<file path="src/sv/irfalu_pkg.sv">
// Shared types and operation codes for the integer register file ALU.
`default_nettype none

package irfalu_pkg;

    // Data path, iteration, func, store size and register select widths.
    localparam int DATA_W = 32;
    localparam int CNT_W  = 5;
    localparam int FUNC_W = 4;
    localparam int SIZE_W = 2;
    localparam int SEL_W  = 4;

    typedef logic [DATA_W-1:0] word_t;
    typedef logic [FUNC_W-1:0] func_t;
    typedef logic [SIZE_W-1:0] size_t;

    // Arithmetic kind in the low two bits of func.
    localparam logic [1:0] OP_ADD = 2'd0;
    localparam logic [1:0] OP_SUB = 2'd1;
    localparam logic [1:0] OP_MUL = 2'd2;
    localparam logic [1:0] OP_DIV = 2'd3;

    // Whole func codes.
    localparam func_t FUNC_STORE = 4'd8;

    // Store widths.
    localparam size_t SIZE_BYTE = 2'd0;
    localparam size_t SIZE_HALF = 2'd1;
    localparam size_t SIZE_WORD = 2'd2;
    localparam size_t SIZE_BAD  = 2'd3;

endpackage

`default_nettype wire

</file>
<file path="src/sv/integer_register_file_alu.sv">
// Integer register file with a shared iterative ALU and a store read-out channel.
//
// Items arrive on the s_ channel (valid/ready) and each produces exactly one
// result item on the m_ channel (valid/ready). The block works on one item at
// a time: s_ready is high only while the sequencer is idle. Every item reads
// its first register, then (for arithmetic) its second source, through the
// single registered read port of the register memory. Add and subtract pass
// once through the shared 33-bit adder; multiply (shift and add) and unsigned
// divide (restoring) pass through it 32 times, one bit per cycle.
// An accepted item passes through the first read state, then, for arithmetic,
// the second read and run states, and ends in the final state, which loads the
// result and returns the sequencer to idle, where the next item can be accepted.
// The result sits in an output register, so a new item is accepted while it
// waits; if the receiver still stalls when the next result is ready, the
// sequencer holds in its final state until the output register frees.
// Reset (aresetn low, synchronous) clears all registers to zero through per
// entry valid bits, clears store_enable and empties the output register.
// The user writes store_enable through cfg_wr_en/cfg_wr_data only while idle;
// the block itself does not enforce this.
`default_nettype none

module integer_register_file_alu #(
    parameter int REGISTER_COUNT = 16
) (
    input  wire                               aclk,
    input  wire                               aresetn,
    // Configuration
    input  wire                               cfg_wr_en,
    input  wire                               cfg_wr_data,
    // Input items
    input  wire                               s_valid,
    output logic                              s_ready,
    input  wire  [irfalu_pkg::FUNC_W-1:0]     s_func,
    input  wire  [irfalu_pkg::SEL_W-1:0]      s_first_reg,
    input  wire  [irfalu_pkg::SEL_W-1:0]      s_second_reg,
    input  wire  [irfalu_pkg::DATA_W-1:0]     s_operand,
    input  wire  [irfalu_pkg::SIZE_W-1:0]     s_store_width,
    // Result items
    output logic                              m_valid,
    input  wire                               m_ready,
    output logic [irfalu_pkg::DATA_W-1:0]     m_store_value,
    output logic [irfalu_pkg::DATA_W-1:0]     m_store_address,
    output logic                              m_store_valid,
    output logic                              m_divide_by_zero,
    output logic                              m_bad_operation
);

    localparam int DW    = irfalu_pkg::DATA_W;
    localparam int IDX_W = (REGISTER_COUNT > 1) ? $clog2(REGISTER_COUNT) : 1;
    localparam int SEL_N = 1 << irfalu_pkg::SEL_W;

    // Sequencer states.
    localparam logic [2:0] ST_IDLE = 3'd0;
    localparam logic [2:0] ST_RD_A = 3'd1;
    localparam logic [2:0] ST_RD_B = 3'd2;
    localparam logic [2:0] ST_RUN  = 3'd3;
    localparam logic [2:0] ST_DONE = 3'd4;

    // Register indices are reduced modulo the file size by a constant table.
    logic [IDX_W-1:0] slot_lut [SEL_N];
    for (genvar i = 0; i < SEL_N; i++) begin : g_slot
        assign slot_lut[i] = IDX_W'(i % REGISTER_COUNT);
    end

    // Control registers.
    logic [2:0]                    state_reg, state_next;
    logic [irfalu_pkg::CNT_W-1:0]  cnt_reg, cnt_next;
    logic                          m_valid_reg, m_valid_next;
    logic                          store_enable_reg;
    logic [REGISTER_COUNT-1:0]     valid_reg;

    // Item and data path registers.
    irfalu_pkg::func_t             func_reg, func_next;
    irfalu_pkg::size_t             vsize_reg, vsize_next;
    logic [IDX_W-1:0]              a_idx_reg, a_idx_next;
    logic [IDX_W-1:0]              b_idx_reg, b_idx_next;
    irfalu_pkg::word_t             operand_reg, operand_next;
    irfalu_pkg::word_t             pa_reg, pa_next;
    irfalu_pkg::word_t             pb_reg, pb_next;
    irfalu_pkg::word_t             acc_reg, acc_next;

    // Result registers.
    irfalu_pkg::word_t             sval_reg, sval_next;
    irfalu_pkg::word_t             saddr_reg, saddr_next;
    logic                          svalid_reg, svalid_next;
    logic                          dz_reg, dz_next;
    logic                          bad_reg, bad_next;

    // Register memory with one write and one registered read port.
    irfalu_pkg::word_t             mem [REGISTER_COUNT];
    irfalu_pkg::word_t             rd_data_reg;
    logic                          rd_hit_reg;
    logic [IDX_W-1:0]              rd_addr;
    logic                          mem_we;
    irfalu_pkg::word_t             rd_word;
    irfalu_pkg::word_t             result_word;

    // Item decode.
    logic                          is_arith;
    logic                          is_store;
    logic [1:0]                    op_kind;

    // Shared adder and subtractor.
    logic [DW:0]                   unit_a;
    logic [DW:0]                   unit_b;
    logic                          unit_sub;
    logic [DW+1:0]                 unit_sum;
    logic                          no_borrow;

    assign op_kind  = func_reg[1:0];
    assign is_arith = !func_reg[irfalu_pkg::FUNC_W-1];
    assign is_store = (func_reg == irfalu_pkg::FUNC_STORE) && (vsize_reg != irfalu_pkg::SIZE_BAD);

    // The first register is addressed straight from the input while idle.
    assign rd_addr = (state_reg == ST_IDLE) ? slot_lut[s_first_reg] : b_idx_reg;

    // An entry that was never written since reset reads as zero.
    assign rd_word = rd_hit_reg ? rd_data_reg : '0;

    assign result_word = (op_kind == irfalu_pkg::OP_DIV) ? pa_reg : acc_reg;

    always_ff @(posedge aclk) begin
        if (mem_we) begin
            mem[a_idx_reg] <= result_word;
        end
        rd_data_reg <= mem[rd_addr];
        rd_hit_reg  <= valid_reg[rd_addr];
    end

    // Operand selection for the shared adder.
    always_comb begin
        unit_a   = {1'b0, pa_reg};
        unit_b   = {1'b0, pb_reg};
        unit_sub = 1'b0;
        case (op_kind)
            irfalu_pkg::OP_ADD: begin
                unit_sub = 1'b0;
            end
            irfalu_pkg::OP_SUB: begin
                unit_sub = 1'b1;
            end
            irfalu_pkg::OP_MUL: begin
                unit_a = {1'b0, acc_reg};
                unit_b = pb_reg[0] ? {1'b0, pa_reg} : '0;
            end
            default: begin
                unit_a   = {acc_reg, pa_reg[DW-1]};
                unit_b   = {1'b0, pb_reg};
                unit_sub = 1'b1;
            end
        endcase
        unit_sum  = {1'b0, unit_a} + {1'b0, (unit_sub ? ~unit_b : unit_b)}
                  + (DW+2)'(unit_sub);
        no_borrow = unit_sum[DW+1];
    end

    // Sequencer and data path next state.
    always_comb begin
        state_next   = state_reg;
        cnt_next     = cnt_reg;
        m_valid_next = m_valid_reg;
        func_next    = func_reg;
        vsize_next   = vsize_reg;
        a_idx_next   = a_idx_reg;
        b_idx_next   = b_idx_reg;
        operand_next = operand_reg;
        pa_next      = pa_reg;
        pb_next      = pb_reg;
        acc_next     = acc_reg;
        sval_next    = sval_reg;
        saddr_next   = saddr_reg;
        svalid_next  = svalid_reg;
        dz_next      = dz_reg;
        bad_next     = bad_reg;
        mem_we       = 1'b0;

        // The receiver takes the waiting result.
        if (m_valid_reg && m_ready) begin
            m_valid_next = 1'b0;
        end

        case (state_reg)
            ST_IDLE: begin
                if (s_valid) begin
                    func_next    = s_func;
                    vsize_next   = s_store_width;
                    a_idx_next   = slot_lut[s_first_reg];
                    b_idx_next   = slot_lut[s_second_reg];
                    operand_next = s_operand;
                    state_next   = ST_RD_A;
                end
            end
            ST_RD_A: begin
                pa_next    = rd_word;
                state_next = is_arith ? ST_RD_B : ST_DONE;
            end
            ST_RD_B: begin
                pb_next    = func_reg[2] ? operand_reg : rd_word;
                acc_next   = '0;
                cnt_next   = '0;
                state_next = ST_RUN;
            end
            ST_RUN: begin
                case (op_kind)
                    irfalu_pkg::OP_MUL: begin
                        acc_next = unit_sum[DW-1:0];
                        pa_next  = {pa_reg[DW-2:0], 1'b0};
                        pb_next  = {1'b0, pb_reg[DW-1:1]};
                    end
                    irfalu_pkg::OP_DIV: begin
                        acc_next = no_borrow ? unit_sum[DW-1:0]
                                             : {acc_reg[DW-2:0], pa_reg[DW-1]};
                        pa_next  = {pa_reg[DW-2:0], no_borrow};
                    end
                    default: begin
                        acc_next = unit_sum[DW-1:0];
                    end
                endcase
                cnt_next = cnt_reg + 1'b1;
                if ((op_kind == irfalu_pkg::OP_ADD) || (op_kind == irfalu_pkg::OP_SUB)
                        || (cnt_reg == irfalu_pkg::CNT_W'(DW - 1))) begin
                    state_next = ST_DONE;
                end
            end
            ST_DONE: begin
                if (!m_valid_reg || m_ready) begin
                    m_valid_next = 1'b1;
                    sval_next    = '0;
                    saddr_next   = '0;
                    svalid_next  = 1'b0;
                    dz_next      = 1'b0;
                    bad_next     = 1'b0;
                    if (is_arith) begin
                        mem_we  = 1'b1;
                        dz_next = (op_kind == irfalu_pkg::OP_DIV) && (pb_reg == '0);
                    end else if (is_store) begin
                        case (vsize_reg)
                            irfalu_pkg::SIZE_BYTE: sval_next = {{(DW-8){1'b0}}, pa_reg[7:0]};
                            irfalu_pkg::SIZE_HALF: sval_next = {{(DW-16){1'b0}}, pa_reg[15:0]};
                            default:               sval_next = pa_reg;
                        endcase
                        saddr_next  = operand_reg;
                        svalid_next = store_enable_reg;
                    end else begin
                        bad_next = 1'b1;
                    end
                    state_next = ST_IDLE;
                end
            end
            default: begin
                state_next = ST_IDLE;
            end
        endcase
    end

    // Control state with reset.
    always_ff @(posedge aclk) begin
        if (!aresetn) begin
            state_reg        <= ST_IDLE;
            cnt_reg          <= '0;
            m_valid_reg      <= 1'b0;
            store_enable_reg <= 1'b0;
            valid_reg        <= '0;
        end else begin
            state_reg   <= state_next;
            cnt_reg     <= cnt_next;
            m_valid_reg <= m_valid_next;
            if (cfg_wr_en) begin
                store_enable_reg <= cfg_wr_data;
            end
            if (mem_we) begin
                valid_reg[a_idx_reg] <= 1'b1;
            end
        end
    end

    // Payload registers.
    always_ff @(posedge aclk) begin
        func_reg    <= func_next;
        vsize_reg   <= vsize_next;
        a_idx_reg   <= a_idx_next;
        b_idx_reg   <= b_idx_next;
        operand_reg <= operand_next;
        pa_reg      <= pa_next;
        pb_reg      <= pb_next;
        acc_reg     <= acc_next;
        sval_reg    <= sval_next;
        saddr_reg   <= saddr_next;
        svalid_reg  <= svalid_next;
        dz_reg      <= dz_next;
        bad_reg     <= bad_next;
    end

    // Ports.
    assign s_ready          = (state_reg == ST_IDLE);
    assign m_valid          = m_valid_reg;
    assign m_store_value    = sval_reg;
    assign m_store_address  = saddr_reg;
    assign m_store_valid    = svalid_reg;
    assign m_divide_by_zero = dz_reg;
    assign m_bad_operation  = bad_reg;

`ifndef SYNTHESIS
    // A result appears only as the sequencer finishes an item.
    assert property (@(posedge aclk) disable iff (!aresetn)
        $rose(m_valid_reg) |-> ($past(state_reg) == ST_DONE))
        else $error("result raised outside the final state");

    // An accepted item always starts with the first register read.
    assert property (@(posedge aclk) disable iff (!aresetn)
        (s_valid && s_ready) |=> (state_reg == ST_RD_A))
        else $error("accepted item did not start the register read");

    // A marked store never carries an error flag.
    assert property (@(posedge aclk) disable iff (!aresetn)
        (m_valid && m_store_valid) |-> (!m_bad_operation && !m_divide_by_zero))
        else $error("store result carries an error flag");

    // Only multiply and divide iterate beyond the first pass.
    assert property (@(posedge aclk) disable iff (!aresetn)
        (state_reg == ST_RUN && cnt_reg != '0)
            |-> (op_kind == irfalu_pkg::OP_MUL || op_kind == irfalu_pkg::OP_DIV))
        else $error("single-pass operation iterated");
`endif

endmodule

`default_nettype wire
</file>
<file path="config.mk">
export PLATFORM = sky130hd
export DESIGN_NAME = integer_register_file_alu
export DESIGN_NICKNAME = d
export VERILOG_FILES = /design/src/sv/irfalu_pkg.sv /design/src/sv/integer_register_file_alu.sv
export SDC_FILE = /design/constraint.sdc
export NUM_CORES = 1
export LEC_CHECK = 0
export BUFFER_PORTS_ARGS = -buffer_cell sky130_fd_sc_hd__buf_2
export CORE_MARGIN = 3
export CORE_UTILIZATION = 46
export DETAILED_ROUTE_END_ITERATION = 10
export GPL_TIMING_DRIVEN = 0
export HOLD_SLACK_MARGIN = 0.06
export PLACE_DENSITY = 0.63
export SKIP_LAST_GASP = 1
export SLEW_MARGIN = 20
export SYNTH_ARGS = -nofsm -noshare
export SYNTH_HDL_FRONTEND = slang
export SYNTH_SLANG_ARGS = --single-unit
</file>
<file path="constraint.sdc">
create_clock -name aclk -period 12.5 [get_ports aclk]
set_input_delay 0 -clock aclk [delete_from_list [all_inputs] [get_ports aclk]]
set_output_delay 0 -clock aclk [all_outputs]
set_load 0.02 [all_outputs]
</file>
== Word-level counts from Yosys, hierarchy flattened ==
Memory sizes are Yosys's and may differ from the RTL's. A register that Yosys moved wholly into a read port is not among the register bits.
Index checks and enable logic that the tools add are counted.

* Memories kept: 3
* Register bits after elaboration: 232
* Bits in latches: 0
* RAM bits: 512
* ROM bits: 128
* Logic and storage cells: 108
* Input bits: 52
* Output and inout port bits: 69

* Reductions and logical operators: 22
* Div/mod/pow operators: 0
* Multiplexer cells: 38
* Equal/unequal tests: 16
* Multiply operators: 0
* $add $sub $neg: 3
* Bitwise gates (word level): 4
* Shift operators: 0
* $lt $le $gt $ge: 4

{| class="wikitable"
|+ Memories
! memory !! words !! bits a word !! rd ports !! clocked after Yosys merged registers in !! wr ports !! RTL line !! source
|-
| mem || 16 || 32 || 1 || 1 || 1 || integer_register_file_alu.sv:90 || <nowiki>irfalu_pkg::word_t mem [REGISTER_COUNT];</nowiki>
|-
| (name not given) || 16 || 4 || 1 || 1 || 0 || integer_register_file_alu.sv:188 || <nowiki>b_idx_next = slot_lut[s_second_reg];</nowiki>
|-
| (name not given) || 16 || 4 || 1 || 0 || 0 || integer_register_file_alu.sv:187 || <nowiki>a_idx_next = slot_lut[s_first_reg];</nowiki>
|}

{| class="wikitable"
|+ Operators by type and width
! operator !! number
|-
| 32-bit one-hot mux with 2 select lines || 5
|-
| 32-bit 2-to-1 mux || 8
|-
| 33-bit one-hot mux with 2 select lines || 1
|-
| 33-bit by 33-bit adder with 34-bit output || 1
|-
| 34-bit by 1-bit adder with 34-bit output || 1
|-
| 33-bit 2-to-1 mux || 1
|-
| 33-bit inverter || 1
|-
| 32-bit zero test || 1
|-
| 16-bit bitwise OR || 1
|-
| 3-bit one-hot mux with 5 select lines || 1
|-
| 1-bit 2-to-1 mux || 12
|-
| 3-bit 2-to-1 mux || 4
|-
| 4-bit 2-to-1 mux || 3
|-
| 4-bit by 5-bit < comparator with 1-bit output, second input constant || 2
|-
| 4-bit inverter with 5-bit output || 2
|-
| 5-bit one-hot mux with 2 select lines || 1
|-
| 2-bit AND reduction || 5
|-
| 2-bit inequality test, second input constant || 4
|-
| 3-bit by 2-bit equality test with 1-bit output, second input constant || 2
|-
| 5-bit by 1-bit adder with 5-bit output, second input constant || 1
|-
| 5-bit equality test, second input constant || 1
|-
| 5-bit greater-or-equal comparator, second input constant || 1
|-
| 1-bit binary-select mux with 4-bit select || 1
|-
| 1-bit demux with 4-bit select || 1
|-
| other kinds (16) || 26
|}

== Depth between registers and ports, before layout ==
* Depth after elaboration: 9
* Gate-level depth with buffers: 20
* Mapped depth without buffers: 15

== Least setup slack after synthesis ==
No wires, ideal clock.

* Path type: flip-flop to flip-flop
* Start: register func_reg[0]
* End: register acc_reg[27] (data pin)
* Clock period less this slack: 3.984 ns
* Setup time: 0.255 ns
* Data arrival time: 3.729 ns
* Stages on the path, launching flop included: 20
* Data required time: 12.245 ns
* Buffers on the path: 6
* Setup slack: 8.516 ns
* Path through: edfxtp_1 clkbuf_1 clkbuf_1 buf_1 clkbuf_1 a211oi_1 a21oi_1 ha_1 buf_6 a21o_1 a21oi_2 a21oi_1 a211o_1 a21o_4 a31oi_4 a21oi_4 o32a_2 buf_2 o21ai_0 nor2_1

* Longest elaborated chain between the ends: 9
* Elaborated cells between the ends (all ways): 16
* Classes of those cells: add/sub: 2; eq/ne: 3; mux: 7; bitwise: 1; reduce/logical: 3

{| class="wikitable"
|+ RTL lines
! item !! RTL line !! source
|-
| start, declared || integer_register_file_alu.sv:73 || <nowiki>irfalu_pkg::func_t func_reg, func_next;</nowiki>
|-
| start signal, assigned || integer_register_file_alu.sv:279 || <nowiki>func_reg <= func_next;</nowiki>
|-
| 2-bit equality test || integer_register_file_alu.sv:135 || <nowiki>case (op_kind)</nowiki>
|-
| 32-bit 2-to-1 mux || integer_register_file_alu.sv:135 ||
|-
| 33-bit inverter || integer_register_file_alu.sv:152 || <nowiki>unit_sum = {1'b0, unit_a} + {1'b0, (unit_sub ? ~unit_b : unit_b)}</nowiki>
|-
| 33-bit 2-to-1 mux || integer_register_file_alu.sv:152 ||
|-
| 33-bit by 33-bit adder with 34-bit output || integer_register_file_alu.sv:152 ||
|-
| 34-bit by 1-bit adder with 34-bit output || integer_register_file_alu.sv:153 || <nowiki>+ (DW+2)'(unit_sub);</nowiki>
|-
| 32-bit 2-to-1 mux || integer_register_file_alu.sv:211 || <nowiki>acc_next = no_borrow ? unit_sum[DW-1:0]</nowiki>
|-
| 32-bit 2-to-1 mux * || integer_register_file_alu.sv:204 || <nowiki>case (op_kind)</nowiki>
|-
| 32-bit one-hot mux with 2 select lines * || integer_register_file_alu.sv:182 || <nowiki>case (state_reg)</nowiki>
|-
| end signal, assigned || integer_register_file_alu.sv:286 || <nowiki>acc_reg <= acc_next;</nowiki>
|-
| end, declared || integer_register_file_alu.sv:80 || <nowiki>irfalu_pkg::word_t acc_reg, acc_next;</nowiki>
|}

Every way passes the cells marked *; elsewhere a longest branch is shown, timed or not.
A chain may end at the register's enable or synchronous reset.

== Worst setup path in the final report ==
Same ends and word-level chain as after synthesis.

==> metrics <==
main combinational cell family by area after synthesis multiplexers; Final period util 42.8%; fin cells 3484; CTS Buf Count 82; clk buf depth 3; die area 0.0755 mm^2; status completed; Layout Nets 2564; GRT Residual Overflow 0; RSZ-0062 raised after global routing false; die width 275 um; Post-synth ARST share 0%; Primary FF master, synth edfxtp_1; CTS Sinks 780; final max-slew violation count 0; post-route cell area 0.0391 mm^2; initial antenna violation count 1; synthesized cell area 0.0332 mm^2; Period minus WS final 5.35 ns; Hold Path Sink vsize_reg[0]; Area Overhead vs Synth 17.7%; Post-Synth XOR/XNOR Area 0.659%; Adder-Cell Fraction of Synth Area 1.34%; CP Max Fanout 10; syn_nets 2260; Max VDD drop 0.119 mV; vias in the first global route 20.4k; Distinct cells, synth 68; flops & latches, synth 780; clk_lat worst skew 0.63 ns; First DRT Iteration DRCs 1962; sequential fraction of the synthesis area 68.7%; Slew @ Worst Pin 0.871 ns; PD cells 189 mW/mm^2; Leak 13.3 nW; Die H 275 um; CTS tree done; Reg clk slew, reported paths 0.06 ns; Worst setup EP type flip-flop; flop2flop setup slack 7.15 ns; Final Core Density 55.3%; RR Endpoint acc_reg[27]; fraction of layout cells with a size suffix above 1 21.7%; Rel. slew slack 41.9%; Max Cap Violations 0; Largest register FFs 512; placed insts 3274; post-synth top area cell edfxtp_1; CTS H-tree lvls 3; vias per cell 5.74; Hold Crit Depth 2; GRT Total Usage 22.6%; setup TNS 0 ns; syn avg cell area 15.3 um^2; Max Clock Skew 0.0246 ns; clk root buf clkbuf_16; cell with the most instances after synthesis edfxtp_1; Synth top cells by count edfxtp_1, nand2_1, a21oi_1; first-pass GRT wire length 127000 um; DR pass1 iterations 5; area of the core 0.0708 mm^2; Synth Area in Compound Gates 7.82%; largest net degree at the start of global routing 44; I/O pin count 121; DP HPWL 60700 um; critical path type flip-flop to flip-flop; DRC viols 0; DR vias 20.0k; Post-Route WL 85400 um; simple-gate area share of the yosys netlist 8.17%; Final ANT Viol Nets 0; number of flops mapped to enable cells by yosys 721; floorplan row count 97; Reg2Reg Launch Point func_reg[0]; final hold vios 0; Largest Register mem; ANT cells 0; overall power 7.40 mW; Routed WL per cell 24.5 um; Worst EP arrival 5.72 ns; fmax 0.187 GHz; Mapped Cells 2173; Startpoint Class flip-flop; CP Data Required Time 12.86 ns; YS warnings 0; Starting Density 46.9%; mux share of post-synthesis cell area 11.3%; HP Class input pin to flip-flop; R2R cell count 17; synth top area cells edfxtp_1, mux4_2, dfxtp_1; PostCTS Resize Cnt 0; IO Port Bufs 120; dpl cell area 0.0358 mm^2; Setup-failing EPs final 0; Hold Crit Start s_store_width[0]; top cell type's share of synthesized area 65.2%; gpl congestion 0.900
-- report_power, final --
part	switching [mW]	internal, mW
clock	1.00	1.42
sequential	0.129	3.13
combinational	1.07	0.648
total	2.20	5.20
-- worst max-delay path, cell delays in order, from the launching register on --
cell and delay, ns:
edfxtp_1 0.33, clkbuf_1 0.20, clkbuf_1 0.37, buf_1 0.59
clkbuf_1 0.54, a21oi_1 0.20, ha_1 0.41, a21oi_1 0.21
o21ai_0 0.22, nor3_1 0.22, nand3_1 0.29, a21o_4 0.33
a31oi_4 0.20, a21oi_4 0.12, o32a_2 0.30, buf_2 0.25
o21ai_0 0.23, nor2_1 0.08
-- per-layer routing --
metal  track usage (%)  wire length (um)
met5                 0                 0
met4              7.63              2420
met3              3.17              5810
met2              37.6             41600
met1              31.0             35500
-- cells by family (layout without fill, tap and decap cells) --
group,count (synthesis),in the layout
AOI/OAI and AO/OA,413,413
adders and majority gates,35,35
buffers and inverters,148,519
muxes,204,204
and+or+nand+nor,568,568
xor gates and xnor gates,25,25
DFF,780,780
-- cells in the final DEF (no fill, tap or decap), types with 10 or more instances in the layout --
| master | count |
|---|---|
| a211oi_1 | 73 |
| a21oi_1 | 134 |
| a21oi_2 | 20 |
| a31oi_1 | 36 |
| and2_1 | 86 |
| and3_1 | 52 |
| buf_1 | 12 |
| buf_16 | 14 |
| buf_2 | 133 |
| buf_4 | 23 |
| clkbuf_1 | 107 |
| clkbuf_16 | 83 |
| clkinv_1 | 14 |
| clkinv_2 | 15 |
| dfxtp_1 | 59 |
| dlygate4sd3_1 | 59 |
| edfxtp_1 | 721 |
| ha_1 | 34 |
| inv_1 | 14 |
| mux2_2 | 32 |
| mux2i_1 | 39 |
| mux4_2 | 132 |
| nand2_1 | 224 |
| nand2_2 | 19 |
| nand2b_1 | 10 |
| nand3_1 | 12 |
| nor2_1 | 98 |
| nor2_4 | 12 |
| o21a_1 | 19 |
| o21ai_0 | 85 |
| xnor2_1 | 14 |
| xor2_1 | 11 |
-- repair_timing --
item / CTS / global route
hold buffers: 59 / 0
setup buffers: 0 / 0
endpoints found under the hold margin: 92 / 0
-- worst max path at each step --
stage                       startpoint     endpoint  slack [ns]  depth (start not counted)
after global routing       func_reg[0]  acc_reg[19]        6.93                         19
after detailed placement   func_reg[0]  acc_reg[27]        7.30                         17
after global placement    state_reg[1]   mem[8][29]        6.05                          6
after floorplan            func_reg[0]  acc_reg[27]        8.52                         19
final                      func_reg[0]  acc_reg[27]        7.15                         17
after CTS                  func_reg[0]  acc_reg[27]        7.24                         17
-- metrics by stage --
step	hold slack [ns]	worst slack (ns)
finish	0.0941	7.15
global route	0.0818	6.93
CTS	0.0600	7.24
detailed placement	0.178	7.30
global placement	0.177	6.05
floorplan	0.0989	8.52
-- area by class of cell --
class                           instances  area [um^2]
Clock buffer                          107         2250
Sequential cell                       780        22800
Tap cell                              940         1180
Clock inverter                         44          443
Fill cell                            5588        31600
Inverter                               17         66.3
Timing Repair Buffer                  220         1880
Multi-Input combinational cell       1245         9850
Buffer                                131          612
Note: power is estimated with default switching activity, not from simulation.
